--- src/hdl/sarpd_pkg.sv ---
`timescale 1ns / 1ps
`default_nettype none

package sarpd_pkg;

	// Command codes
	localparam logic [2:0] OP_SET     = 3'd0;
	localparam logic [2:0] OP_OPEN    = 3'd1;
	localparam logic [2:0] OP_CLOSE   = 3'd2;
	localparam logic [2:0] OP_RAMP    = 3'd3;
	localparam logic [2:0] OP_DISABLE = 3'd4;
	localparam logic [2:0] OP_ENABLE  = 3'd5;

	// Configuration register indexes
	localparam logic [2:0] REG_MIN_PULSE  = 3'd0;
	localparam logic [2:0] REG_PULSE_SPAN = 3'd1;
	localparam logic [2:0] REG_MAX_ANGLE  = 3'd2;
	localparam logic [2:0] REG_CLOSED     = 3'd3;
	localparam logic [2:0] REG_OPEN       = 3'd4;
	localparam logic [2:0] REG_PERIOD     = 3'd5;

	// Door position codes
	localparam logic [1:0] DOOR_CLOSED  = 2'd0;
	localparam logic [1:0] DOOR_OPEN    = 2'd1;
	localparam logic [1:0] DOOR_UNKNOWN = 2'd2;

	localparam int unsigned DOOR_TOL = 5;

	typedef struct packed {
		logic [2:0]  operation;
		logic [9:0]  angle;
		logic [15:0] ramp_ms;
	} cmd_t;

	typedef struct packed {
		logic [12:0] duty_cmp;
		logic [9:0]  angle_now;
		logic [1:0]  door_state;
		logic        enabled;
		logic        status;
		logic [10:0] hold_ms;
		logic        last;
	} res_t;

endpackage

`default_nettype wire

--- src/hdl/servo_angle_ramp_pwm_duty_top.sv ---
// Servo pulse-width ramp generator.
// Commands arrive on the cmd channel (valid/ready) and results leave on the res
// channel (valid/ready); an item is moved when valid and ready are both high.
// Configuration registers are written through cfg_we/cfg_index/cfg_data; the
// user must write them only while the block is idle, which the block does not
// enforce. Every command gives one result, except a ramp to a new angle, which
// gives RAMP_STEPS+1 results (fewer if a point is rejected), the final one
// marked last. All divisions go through one restoring divider that resolves one
// quotient bit per cycle over NUM_W bits (26 at the default parameters);
// it sets the timing. A set, open or close command runs up to two divisions
// (pulse, then duty); a ramp divides out the hold time, then runs up to three
// per point (point, pulse, duty). One command is processed at a time; cmd_ready
// is high only while the sequencer is idle, so the next command may be taken
// while the last result still waits in the output register. If the receiver
// stalls, the result stays in the output register and the sequencer waits
// before writing the next one; nothing is dropped.
// Reset puts the configuration registers at their defaults, the angle at zero,
// the door closed and the output disabled with a zero duty value.
`timescale 1ns / 1ps
`default_nettype none

module servo_angle_ramp_pwm_duty_top import sarpd_pkg::*; #(
	parameter int unsigned DUTY_FULL_SCALE = 8191,
	parameter int unsigned RAMP_STEPS      = 50
) (
	input  wire logic        clk,
	input  wire logic        arst_n,
	input  wire logic        cmd_valid,
	output logic             cmd_ready,
	input  wire cmd_t        cmd,
	output logic             res_valid,
	input  wire logic        res_ready,
	output res_t             res,
	input  wire logic        cfg_we,
	input  wire logic [2:0]  cfg_index,
	input  wire logic [15:0] cfg_data
);

	localparam int unsigned DFS_W  = $clog2(DUTY_FULL_SCALE + 1);
	localparam int unsigned N_W    = $clog2(RAMP_STEPS + 1);
	localparam int unsigned V_W    = 10 + N_W;
	localparam int unsigned PROD_W = 13 + DFS_W;
	localparam int unsigned RN_W   = V_W + 1;
	localparam int unsigned M1_W   = (PROD_W > 22) ? PROD_W : 22;
	localparam int unsigned M2_W   = (M1_W > RN_W) ? M1_W : RN_W;
	localparam int unsigned NUM_W  = (M2_W > 16) ? M2_W : 16;
	localparam int unsigned DEN_W  = 16;
	localparam int unsigned CNT_W  = $clog2(NUM_W + 1);

	localparam logic [2:0] ST_IDLE  = 3'd0;
	localparam logic [2:0] ST_HOLD  = 3'd1;
	localparam logic [2:0] ST_POINT = 3'd2;
	localparam logic [2:0] ST_MUL   = 3'd3;
	localparam logic [2:0] ST_PDIV  = 3'd4;
	localparam logic [2:0] ST_CHECK = 3'd5;
	localparam logic [2:0] ST_DDIV  = 3'd6;
	localparam logic [2:0] ST_EMIT  = 3'd7;

	// Configuration
	logic [11:0] min_pulse_q;
	logic [11:0] span_q;
	logic [9:0]  max_angle_q;
	logic [9:0]  closed_q;
	logic [9:0]  open_q;
	logic [15:0] period_q;

	// Block state
	logic [2:0]        state_q;
	logic [9:0]        cur_q;
	logic [1:0]        door_q;
	logic              en_q;
	logic [12:0]       duty_q;
	logic [N_W-1:0]    step_q;
	logic              ramp_q;
	logic [9:0]        ang_q;
	logic [12:0]       pulse_q;
	logic [10:0]       hold_q;
	logic [V_W-1:0]    v_q;
	logic signed [10:0] diff_q;
	logic              st_q;
	logic              last_q;

	// Output register
	res_t res_q;
	logic res_valid_q;
	logic res_load;

	// Divider
	logic [NUM_W-1:0] quo_q;
	logic [DEN_W-1:0] rem_q;
	logic [DEN_W-1:0] den_q;
	logic [CNT_W-1:0] div_cnt_q;
	logic             div_start;
	logic [NUM_W-1:0] div_num;
	logic [DEN_W-1:0] div_den;
	logic [DEN_W:0]   rem_shift;
	logic             rem_ge;
	logic             div_done;

	logic [9:0]        src_angle;
	logic [9:0]        src_clamped;
	logic [9:0]        pt_clamped;
	logic [9:0]        ramp_target;
	logic [15:0]       per_eff;
	logic [21:0]       mul_a;
	logic [PROD_W-1:0] mul_b;
	logic [V_W-1:0]    v_start;
	logic [V_W-1:0]    v_next;
	logic [V_W-1:0]    v_sel;
	logic [1:0]        door_next;
	logic              out_free;
	logic              step_end;

	assign cmd_ready = (state_q == ST_IDLE);
	assign res_valid = res_valid_q;
	assign res       = res_q;

	always_comb begin
		case (cmd.operation)
			OP_OPEN:  src_angle = open_q;
			OP_CLOSE: src_angle = closed_q;
			default:  src_angle = cmd.angle;
		endcase
	end

	assign src_clamped = (src_angle > max_angle_q) ? max_angle_q : src_angle;
	assign ramp_target = (cmd.angle > max_angle_q) ? max_angle_q : cmd.angle;
	assign pt_clamped  = (quo_q[9:0] > max_angle_q) ? max_angle_q : quo_q[9:0];
	assign per_eff     = (period_q == 16'd0) ? 16'd1 : period_q;

	assign mul_a   = {12'd0, ang_q} * {10'd0, span_q};
	assign mul_b   = PROD_W'(pulse_q) * PROD_W'(DUTY_FULL_SCALE);
	assign v_start = V_W'(cur_q) * V_W'(RAMP_STEPS);
	assign v_next  = v_q + V_W'($signed(diff_q));
	assign v_sel   = (state_q == ST_HOLD) ? v_start : v_next;

	assign out_free = !res_valid_q || res_ready;
	assign step_end = (step_q == N_W'(RAMP_STEPS));
	assign res_load = (state_q == ST_EMIT) && out_free;

	always_comb begin
		if ({1'b0, ang_q} <= {1'b0, closed_q} + 11'(DOOR_TOL)) begin
			door_next = DOOR_CLOSED;
		end else if ({1'b0, ang_q} + 11'(DOOR_TOL) >= {1'b0, open_q}) begin
			door_next = DOOR_OPEN;
		end else begin
			door_next = DOOR_UNKNOWN;
		end
	end

	// Divider operand selection: each division is launched from the state before it.
	always_comb begin
		div_start = 1'b0;
		div_num   = '0;
		div_den   = '0;
		case (state_q)
			ST_IDLE: begin
				if (cmd_valid && cmd.operation == OP_RAMP && ramp_target != cur_q) begin
					div_start = 1'b1;
					div_num   = NUM_W'(cmd.ramp_ms);
					div_den   = DEN_W'(RAMP_STEPS);
				end
			end
			ST_HOLD: begin
				if (div_done) begin
					div_start = 1'b1;
					div_num   = NUM_W'({v_sel, 1'b0}) + NUM_W'(RAMP_STEPS);
					div_den   = DEN_W'(2 * RAMP_STEPS);
				end
			end
			ST_MUL: begin
				if (max_angle_q != 10'd0) begin
					div_start = 1'b1;
					div_num   = NUM_W'(mul_a);
					div_den   = DEN_W'(max_angle_q);
				end
			end
			ST_CHECK: begin
				if ({3'd0, pulse_q} <= per_eff) begin
					div_start = 1'b1;
					div_num   = NUM_W'(mul_b);
					div_den   = per_eff;
				end
			end
			ST_EMIT: begin
				if (out_free && !last_q) begin
					div_start = 1'b1;
					div_num   = NUM_W'({v_sel, 1'b0}) + NUM_W'(RAMP_STEPS);
					div_den   = DEN_W'(2 * RAMP_STEPS);
				end
			end
			default: begin
				div_start = 1'b0;
			end
		endcase
	end

	// Restoring division, one quotient bit per cycle.
	assign rem_shift = {rem_q, quo_q[NUM_W-1]};
	assign rem_ge    = (rem_shift >= {1'b0, den_q});
	assign div_done  = (div_cnt_q == '0);

	always_ff @(posedge clk or negedge arst_n) begin
		if (!arst_n) begin
			div_cnt_q <= '0;
		end else if (div_start) begin
			div_cnt_q <= CNT_W'(NUM_W);
		end else if (!div_done) begin
			div_cnt_q <= div_cnt_q - 1'b1;
		end
	end

	always_ff @(posedge clk) begin
		if (div_start) begin
			quo_q <= div_num;
			rem_q <= '0;
			den_q <= div_den;
		end else if (!div_done) begin
			quo_q <= {quo_q[NUM_W-2:0], rem_ge};
			rem_q <= rem_ge ? DEN_W'(rem_shift - {1'b0, den_q}) : DEN_W'(rem_shift);
		end
	end

	always_ff @(posedge clk or negedge arst_n) begin
		if (!arst_n) begin
			min_pulse_q <= 12'd500;
			span_q      <= 12'd2000;
			max_angle_q <= 10'd180;
			closed_q    <= 10'd0;
			open_q      <= 10'd90;
			period_q    <= 16'd20000;
		end else if (cfg_we) begin
			case (cfg_index)
				REG_MIN_PULSE:  min_pulse_q <= cfg_data[11:0];
				REG_PULSE_SPAN: span_q      <= cfg_data[11:0];
				REG_MAX_ANGLE:  max_angle_q <= cfg_data[9:0];
				REG_CLOSED:     closed_q    <= cfg_data[9:0];
				REG_OPEN:       open_q      <= cfg_data[9:0];
				REG_PERIOD:     period_q    <= cfg_data;
				default:        ;
			endcase
		end
	end

	always_ff @(posedge clk or negedge arst_n) begin
		if (!arst_n) begin
			res_valid_q <= 1'b0;
		end else if (res_load) begin
			res_valid_q <= 1'b1;
		end else if (res_ready) begin
			res_valid_q <= 1'b0;
		end
	end

	always_ff @(posedge clk or negedge arst_n) begin
		if (!arst_n) begin
			state_q     <= ST_IDLE;
			cur_q       <= '0;
			door_q      <= DOOR_CLOSED;
			en_q        <= 1'b0;
			duty_q      <= '0;
			step_q      <= '0;
			ramp_q      <= 1'b0;
			ang_q       <= '0;
			pulse_q     <= '0;
			hold_q      <= '0;
			v_q         <= '0;
			diff_q      <= '0;
			st_q        <= 1'b0;
			last_q      <= 1'b1;
			res_q       <= '0;
		end else begin
			case (state_q)
				ST_IDLE: begin
					if (cmd_valid) begin
						st_q   <= 1'b0;
						last_q <= 1'b1;
						ramp_q <= 1'b0;
						case (cmd.operation)
							OP_SET, OP_OPEN, OP_CLOSE: begin
								ang_q   <= src_clamped;
								state_q <= ST_MUL;
							end
							OP_RAMP: begin
								ramp_q <= 1'b1;
								diff_q <= $signed({1'b0, ramp_target}) - $signed({1'b0, cur_q});
								if (ramp_target == cur_q) begin
									state_q <= ST_EMIT;
								end else begin
									state_q <= ST_HOLD;
								end
							end
							OP_DISABLE: begin
								en_q    <= 1'b0;
								duty_q  <= '0;
								state_q <= ST_EMIT;
							end
							OP_ENABLE: begin
								if (!en_q) begin
									en_q   <= 1'b1;
									duty_q <= '0;
								end
								state_q <= ST_EMIT;
							end
							default: begin
								state_q <= ST_EMIT;
							end
						endcase
					end
				end
				ST_HOLD: begin
					if (div_done) begin
						hold_q  <= quo_q[10:0];
						v_q     <= v_start;
						step_q  <= '0;
						state_q <= ST_POINT;
					end
				end
				ST_POINT: begin
					if (div_done) begin
						ang_q   <= pt_clamped;
						state_q <= ST_MUL;
					end
				end
				ST_MUL: begin
					if (max_angle_q == 10'd0) begin
						pulse_q <= {1'b0, min_pulse_q};
						state_q <= ST_CHECK;
					end else begin
						state_q <= ST_PDIV;
					end
				end
				ST_PDIV: begin
					if (div_done) begin
						pulse_q <= {1'b0, min_pulse_q} + {1'b0, quo_q[11:0]};
						state_q <= ST_CHECK;
					end
				end
				ST_CHECK: begin
					if ({3'd0, pulse_q} > per_eff) begin
						// Pulse longer than the period: nothing changes and a ramp stops here.
						st_q    <= 1'b1;
						last_q  <= 1'b1;
						state_q <= ST_EMIT;
					end else begin
						state_q <= ST_DDIV;
					end
				end
				ST_DDIV: begin
					if (div_done) begin
						en_q    <= 1'b1;
						duty_q  <= quo_q[12:0];
						cur_q   <= ang_q;
						door_q  <= door_next;
						st_q    <= 1'b0;
						last_q  <= !ramp_q || step_end;
						state_q <= ST_EMIT;
					end
				end
				ST_EMIT: begin
					if (out_free) begin
						res_q.duty_cmp   <= en_q ? duty_q : 13'd0;
						res_q.angle_now  <= cur_q;
						res_q.door_state <= door_q;
						res_q.enabled    <= en_q;
						res_q.status     <= st_q;
						res_q.hold_ms    <= last_q ? 11'd0 : hold_q;
						res_q.last       <= last_q;
						if (last_q) begin
							state_q <= ST_IDLE;
						end else begin
							step_q  <= step_q + 1'b1;
							v_q     <= v_next;
							state_q <= ST_POINT;
						end
					end
				end
				default: begin
					state_q <= ST_IDLE;
				end
			endcase
		end
	end

endmodule

`default_nettype wire

--- config.mk ---
export PLATFORM = sky130hd
export DESIGN_NAME = servo_angle_ramp_pwm_duty_top
export DESIGN_NICKNAME = d
export VERILOG_FILES = /design/src/hdl/sarpd_pkg.sv /design/src/hdl/servo_angle_ramp_pwm_duty_top.sv
export SDC_FILE = /design/constraint.sdc
export NUM_CORES = 1
export LEC_CHECK = 0
export BUFFER_PORTS_ARGS = -buffer_cell sky130_fd_sc_hd__buf_2
export CORE_ASPECT_RATIO = 0.5
export CORE_MARGIN = 2
export CORE_UTILIZATION = 60
export CTS_BUF_LIST = sky130_fd_sc_hd__clkbuf_4 sky130_fd_sc_hd__clkbuf_8
export CTS_CLUSTER_DIAMETER = 60
export DETAILED_ROUTE_END_ITERATION = 7
export GPL_TIMING_DRIVEN = 0
export PLACE_DENSITY = 0.83
export RECOVER_POWER = 25
export SLEW_MARGIN = 20
export SYNTH_ARGS = -nofsm -noshare
export SYNTH_HDL_FRONTEND = slang
export SYNTH_SLANG_ARGS = --single-unit
--- constraint.sdc ---
create_clock -name clk -period 18.94 [get_ports clk]
set_clock_uncertainty 0.1 [all_clocks]
set_input_delay 0.947 -clock clk [delete_from_list [all_inputs] [get_ports clk]]
set_output_delay 0.947 -clock clk [all_outputs]
set_load 0.005 [all_outputs]
Word-level counts from Yosys, hierarchy flattened --
Cells that the tools add are included.
Word-level totals: register bits after elaboration 272, bits in latches 0, RAM bits 0, bits in read-only memories 0, bits of input ports 53, output and inout port bits 41, logic and storage cells 202, memories kept 0
Cells by class: $add $sub $neg 9, $mul 3, div/mod/pow operators 0, magnitude comparators 8, equal/unequal tests 32, shift-type cells 0, multiplexer cells 78, bitwise logic cells 0, reduce and logical (&&, ||, !) cells 40
Operators with widths (number):
- 26-bit one-hot mux with 5 select lines | 1
- 16-bit two-way mux | 8
- 16-bit one-hot mux with 5 select lines | 1
- 26-bit two-way mux | 3
- 13-bit one-hot mux with 2 select lines | 3
- 10-bit two-way mux | 7
- 13-bit two-way mux | 5
- 10-bit one-hot mux with 2 select lines | 2
- 18-bit two-way mux | 2
- 16-bit one-hot mux with 2 select lines | 1
- 10-bit greater-than comparator | 3
- 13-bit by 13-bit multiplier with 26-bit output, second input constant | 1
- 3-bit == test, second input constant | 8
- 6-bit two-way mux | 4
- 3-bit one-hot mux with 8 select lines | 1
- 10-bit by 3-bit adder with 11-bit output, second input constant | 2
- 10-bit by 12-bit multiplier with 22-bit output | 1
- 22-bit two-way mux | 1
- 3-bit two-way mux | 7
- 2-bit inequality test, second input constant | 10
- 2-bit AND reduction | 10
- 17-bit by 6-bit adder with 18-bit output, second input constant | 1
- 3-bit by 2-bit == test with 1-bit output, second input constant | 6
- 17-bit by 16-bit greater-or-equal comparator with 1-bit output | 1
- 41 further kinds | 81

Longest topological paths before layout --
Gate-level depths: netlist of run 1.
depth in word-level cells 7, gate-level depth with buffers 24, gate-level depth less buffers 23

Worst setup path after synthesis of run 1 --
OpenSTA, ideal clock, no wires.
path type register to register, start point reg ang_q[3], end point reg quo_q[18], data pin, setup time 0.261 ns, arrival 5.585 ns, required time 18.579 ns, path slack 12.994 ns, stages on the path, launching flop included 23, path buffers 2, period minus slack after synthesis 5.946 ns, cells stage by stage dfrtp_1 clkbuf_1 clkbuf_1 nand2_1 fa_1 inv_1 fa_1 inv_1 fa_1 inv_1 fa_1 inv_1 fa_1 inv_1 ha_1 or3_1 o221a_2 o22ai_1 o21ai_1 a31o_2 xor2_1 a221oi_1 nor2_1
Between the ends: longest elaborated chain between the ends 4
Ends and longest elaborated chain:
- start: declaration | line servo_angle_ramp_pwm_duty_top.sv:75 | logic [9:0] ang_q;
- start signal: assignment | line servo_angle_ramp_pwm_duty_top.sv:281 | ang_q <= src_clamped;
- start signal: assignment | line servo_angle_ramp_pwm_duty_top.sv:321 | ang_q <= pt_clamped;
- 10-bit by 12-bit multiplier with 22-bit output | line servo_angle_ramp_pwm_duty_top.sv:131 | assign mul_a = {12'd0, ang_q} * {10'd0, span_q};
- 22-bit two-way mux | line servo_angle_ramp_pwm_duty_top.sv:172 | if (max_angle_q != 10'd0) begin
- 26-bit one-hot mux with 5 select lines | line servo_angle_ramp_pwm_duty_top.sv:156 | case (state_q)
- 26-bit two-way mux | line servo_angle_ramp_pwm_duty_top.sv:214 | if (div_start) begin
- end signal: assignment | line servo_angle_ramp_pwm_duty_top.sv:215 | quo_q <= div_num;
- end signal: assignment | line servo_angle_ramp_pwm_duty_top.sv:219 | quo_q <= {quo_q[NUM_W-2:0], rem_ge};
- end: declaration | line servo_angle_ramp_pwm_duty_top.sv:89 | logic [NUM_W-1:0] quo_q;
No other way between the ends. A chain may end at the register's enable or synchronous reset.

==> results.ini, run 1 <==
[run_status]
status = finished with violations
violations = capacitance limit, slew limit

[place]
gp_congestion = 1.02
hpwlAfterDp_um = 60100
placed_area_um2 = 26200
place_ws_ns = 11.87
portBuffers = 92

[synthesis]
yosysSeqAreaShare_pct = 27.9
syn_area_per_cell_um2 = 9.22
netlist.area_leader.share_pct = 18.9
synth_edf_count = 42
ys.warnings.count = 0
syn_area_um2 = 25000
synthTopCellsByArea = dfrtp_1 (19%), fa_1 (14%), ha_1 (14%), edfxtp_1 (5.1%), inv_1 (4.8%)
synth_top_cell_by_area = dfrtp_1
postSynthCellCount = 2707
synth-async-reset-ratio_pct = 78.7
yosys_most_used_dff = dfrtp_1
yosys_register_bits = 272
ys_types = 87
syn-num-nets = 3209

[sta]
hold_viol_final = 0
finalWorstSetupSlack_ns = 8.98
relSlewSlack_pct = -200
drv_slew = 219
fin_crit_sh_pct = 52.6
rsz0062_at_grt = no
tightest_slew_ns = 4.50
setup_tns_ns = 0
fin_crit_ns = 9.96
finalSetupViolations = 0
fmax_mhz = 100

[finish]
layout_common_cells = inv_1 (319), nand2_1 (315), ha_1 (275), dfrtp_1 (188), fa_1 (174)
fillers = 3226
diodes = 0
nNetsFinal = 3348
area_delta_synth_final_pct = 8.57
post-route-util_pct = 66.5
fin_area_um2 = 27100
final_common_cell = inv_1
final_layout_size_suffix_gt1_share_pct = 10.4
register_area_um2 = 6970
multi_input_area_um2 = 16400

[clock_tree]
post_cts_buffers = 0
cts_buffers = 42
cts_tree = yes
postCtsHoldBufs = 0
cts_sinks = 272
ctsResizeCount = 0
clk_pin_slew_ns = 0.07
root_buffer = clkbuf_8
insertion_delay_ns = 0.61
clk_path_buf_depth = 3
cts-htree-levels = 2

[detailed_routing]
wl_met3_um = 10200
highest_layer = met4
first_pass_iters = 6
wl_per_cell_um = 22.4
m1WireLength_um = 31600
route.met2.wl_um = 32200
drt-initial-drc-count = 2366
drc = 0
ant_nets = 0
vias = 21200
routed_wl_um = 76700
viasPerCell = 6.21

[die]
fp.dieArea_um2 = 43300
die_h_um = 148
io_pins = 94
core_area_um2 = 40700
start_util_pct = 61.3
fp.dieW_um = 292
rows = 52

[critical_path]
criticalPathCategory = primary input to asynchronous set/reset pin
cp-start-kind = primary input
cp.required_ns = 18.49
cp_slowest_cell = clkbuf_1
worstPathMaxFanout = 86
end_kind = asynchronous set/reset pin
cpPeakStageDelay_ns = 3.32
worstPathArrival_ns = 9.51
path_buf_inv = 3
cpMostUsedCell = clkbuf_1
cp_top_family = buffers and inverters
cp_cell_sequence = clkbuf_1, clkbuf_1, clkbuf_1

[grt]
grt_pass1_vias = 20600
grt_pass1_wl_um = 117000
grt_overflow = 0
grt_max_degree = 87
antenna_found_initial = 2
grt_usage_pct = 35.5

[min_path]
hold_class = flop to flop

[flow_run]
cap_violations = 3

[worst reg2reg max path, stage by stage (launching register included)]
cell	delay (ns)
dfrtp_1	0.37
clkbuf_1	0.49
clkbuf_1	0.49
nand2_1	0.16
fa_1	0.55
inv_1	0.05
fa_1	0.47
ha_1	0.33
fa_1	0.54
inv_1	0.05
fa_1	0.54
inv_1	0.04
ha_1	0.34
or3_1	0.39
a31oi_1	0.38
o21ai_0	0.20
xnor2_1	0.16
nor2_1	0.05
a221o_1	0.26
a21oi_1	0.26
o21ai_1	0.21
[kinds of logic (layout without fill, tap and decap cells)]
group / count (synthesis) / count (layout) / share of synthesized area, %
AOI/OAI and AO/OA: 571 / 571 / 15.2
xor gates and xnor gates: 111 / 111 / 3.95
muxes: 91 / 91 / 3.98
buffers and inverters: 429 / 602 / 6.52
DFF: 272 / 272 / 27.9
and+or+nand+nor: 784 / 784 / 14.7
adders and majority gates: 449 / 449 / 27.8
[cell type report]
class	instances	area share [%]
Multi-Input combinational cell	2006	60.4
Inverter	321	4.45
Buffer	108	1.56
Clock buffer	54	2.61
Clock inverter	24	1.02
Timing Repair Buffer	95	1.73
Sequential cell	272	25.7
Tap cell	540	2.49
[registers in the layout, indices dropped and copies added, names as in the netlist, 6 cells and up]
name         count
period_q        16
min_pulse_q     12
duty_q          13
quo_q           26
ang_q           10
cur_q           10
span_q          12
res             39
den_q           16
pulse_q         13
open_q          10
step_q           6
max_angle_q     10
closed_q        10
v_q             16
hold_q          11
diff_q          11
rem_q           16
[worst paths after layout]
kind                            startpoint      endpoint  slack, ns  cells after the start
worst max-delay path                arst_n  period_q[13]       8.98                      3
worst min-delay path               res[33]       res[33]       0.36                      2
worst max register to register    ang_q[3]     quo_q[11]      12.23                     20
worst min register to register     res[33]       res[33]       0.36                      2
max in group clk                  ang_q[3]     quo_q[11]      12.23                     20
min in group asynchronous           arst_n       res[15]       1.12                      1
[cells in the mapped netlist (all sizes together), types with 6 or more instances]
master	count
ha	275
clkbuf	94
a222oi	9
a221o	10
fa	174
a31oi	27
nor2b	24
edfxtp	42
mux2	66
dfstp	26
nor4	9
a22oi	7
dfxtp	16
nand2b	7
and2	77
a221oi	21
o21a	32
dfrtp	188
or3	12
a22o	19
nand4	22
o21bai	10
o2111ai	6
mux2i	25
nor2	157
a211o	6
a211oi	23
buf	14
o21ai	150
a21oi	129
nor3	48
nor3b	13
inv	321
xor2	47
and3	12
o22ai	14
nand3	63
xnor2	63
nand2	316
a21o	43
o211ai	11
o31ai	9
[metrics by stage]
| step | std cells | hold WS, ns |
|---|---|---|
| finish | 3420 | 0.362 |
| global route | 3420 | 0.392 |
| CTS | 3420 | 0.159 |
| detailed placement | 3342 | 0.351 |
| global placement | 3339 | 0.347 |
| floorplan | 2707 | 0.339 |
[routing by layer]
metal,global-route usage [%],vias to the layer above
li1,-,9604
met1,49.5,10300
met2,53.0,1134
met3,11.0,199
met4,11.9,0
met5,0,-
Power of run 1 is left out: the tool's default activity adds up to more than one toggle a clock period on the data nets, which glitch-free logic cannot reach.
==> run 2, diff against run 1 <==
Clock period 18.94 ns to 9.75 ns, I/O delays scaled along.
==> run 2 against run 1 <==
The run still ends with capacitance limit, slew limit left. Sequential share of layout area about the same. Clock-buffer cell count did not move. Global-route usage unchanged. Die area is the same. Critical path depth unchanged. Non-clock buffer count grew 2. Register-to-register slack got worse by 9.2 ns. Critical endpoint is now res[33]. Largest cell class unchanged. Highest routed layer unchanged.
==> results.ini, run 2 (synthesized netlist as in run 1, its figures left out) <==
[sta]
hold_viol_final = 0
rsz0062_at_grt = no
fmax_mhz = 148
relSlewSlack_pct = -199
setup_tns_ns = 0
finalSetupViolations = 0
tightest_slew_ns = 4.48
drv_slew = 131
fin_crit_ns = 6.78
hold_slack_ns = 0.0527
fin_crit_sh_pct = 69.5

[grt]
grt_usage_pct = 35.5
antenna_found_initial = 2
grt_pass1_wl_um = 117000
grt_overflow = 0
grt_max_degree = 87
grt_pass1_vias = 20600

[detailed_routing]
ant_nets = 0
vias = 21200
wl_per_cell_um = 22.4
drc = 0
drt-initial-drc-count = 2274
first_pass_iters = 7
routed_wl_um = 76600
viasPerCell = 6.19

[finish]
layout_common_cells = inv_1 (319), nand2_1 (315), ha_1 (275), dfrtp_1 (188), fa_1 (174)
final_layout_size_suffix_gt1_share_pct = 10.4
nNetsFinal = 3350
fillers = 3222
diodes = 0
final_common_cell = inv_1
area_delta_synth_final_pct = 8.75
largest_reg_flops = 39

[clock_tree]
cts-htree-levels = 2
postCtsHoldBufs = 1
insertion_delay_ns = 0.61
root_buffer = clkbuf_8
post_cts_buffers = 0
clk_pin_slew_ns = 0.07
cts_buffers = 42
clk_path_buf_depth = 3
cts_tree = yes
ctsResizeCount = 0
cts_sinks = 272

[critical_path]
criticalPathCategory = primary input to asynchronous set/reset pin
cpMostUsedCell = clkbuf_1
worstPathArrival_ns = 6.34
cp.required_ns = 9.31
end_kind = asynchronous set/reset pin
path_buf_inv = 3
cpPeakStageDelay_ns = 3.23
cp_slowest_cell = clkbuf_1
cp_top_family = buffers and inverters
cp_cell_sequence = dlygate4sd3_1, clkbuf_1, clkbuf_1
cp-start-kind = primary input
worstPathMaxFanout = 81

[die]
fp.dieArea_um2 = 43300
core_area_um2 = 40700
rows = 52
die_h_um = 148
fp.dieW_um = 292
io_pins = 94
start_util_pct = 61.3

[flow_run]
cap_violations = 2

[place]
gp_congestion = 1.02
portBuffers = 92
hpwlAfterDp_um = 60100

[run_status]
violations = capacitance limit, slew limit
status = finished with violations

[min_path]
hold_class = primary input to flop

## run 2: cell count changes in the layout (fill, tap and decap cells not counted)
cell,before,now
dlygate4sd3_1,0,2
buf_16,0,1
clkbuf_1,99,98
## run 2: stage by stage
step,util [%],std cells,setup slack [ns],area [um2]
after floorplan,-,2707,3.80,25000
after global placement,64.0,3339,3.15,26100
after detailed placement,64.3,3342,3.11,26200
after CTS,66.7,3421,3.07,27200
after global routing,66.6,3422,1.74,27100
final,66.6,3422,2.97,27100
## run 2: worst paths after layout
| check | to | cells past startpoint | start | slack, ns |
|---|---|---|---|---|
| max | res[33] | 3 | arst_n | 2.97 |
| min in group asynchronous | res[15] | 2 | arst_n | 1.23 |
| max reg2reg | quo_q[18] | 22 | ang_q[3] | 3.03 |
| min | period_q[14] | 2 | cfg_data[14] | 0.05 |
| min reg2reg | res[33] | 2 | res[33] | 0.36 |
| max in group clk | quo_q[18] | 22 | ang_q[3] | 3.03 |
## run 2: area by class of cell
cell class	count	area (um2)	share of cell area, %
multi-input combinational	2006	16400	60.3
sequential	272	6970	25.7
inverter	321	1200	4.44
clock buffer	54	706	2.60
tap	540	676	2.49
timing repair buffer	97	512	1.89
buffer	108	423	1.56
clock inverter	24	275	1.01
## run 2: metal layers
| layer | global-route usage [%] | routed length (um) |
|---|---|---|
| met1 | 49.5 | 31800 |
| met2 | 53.0 | 32000 |
| met3 | 11.0 | 9990 |
| met4 | 11.9 | 2740 |
| met5 | 0 | 0 |
Power of run 2 is left out for the same reason.
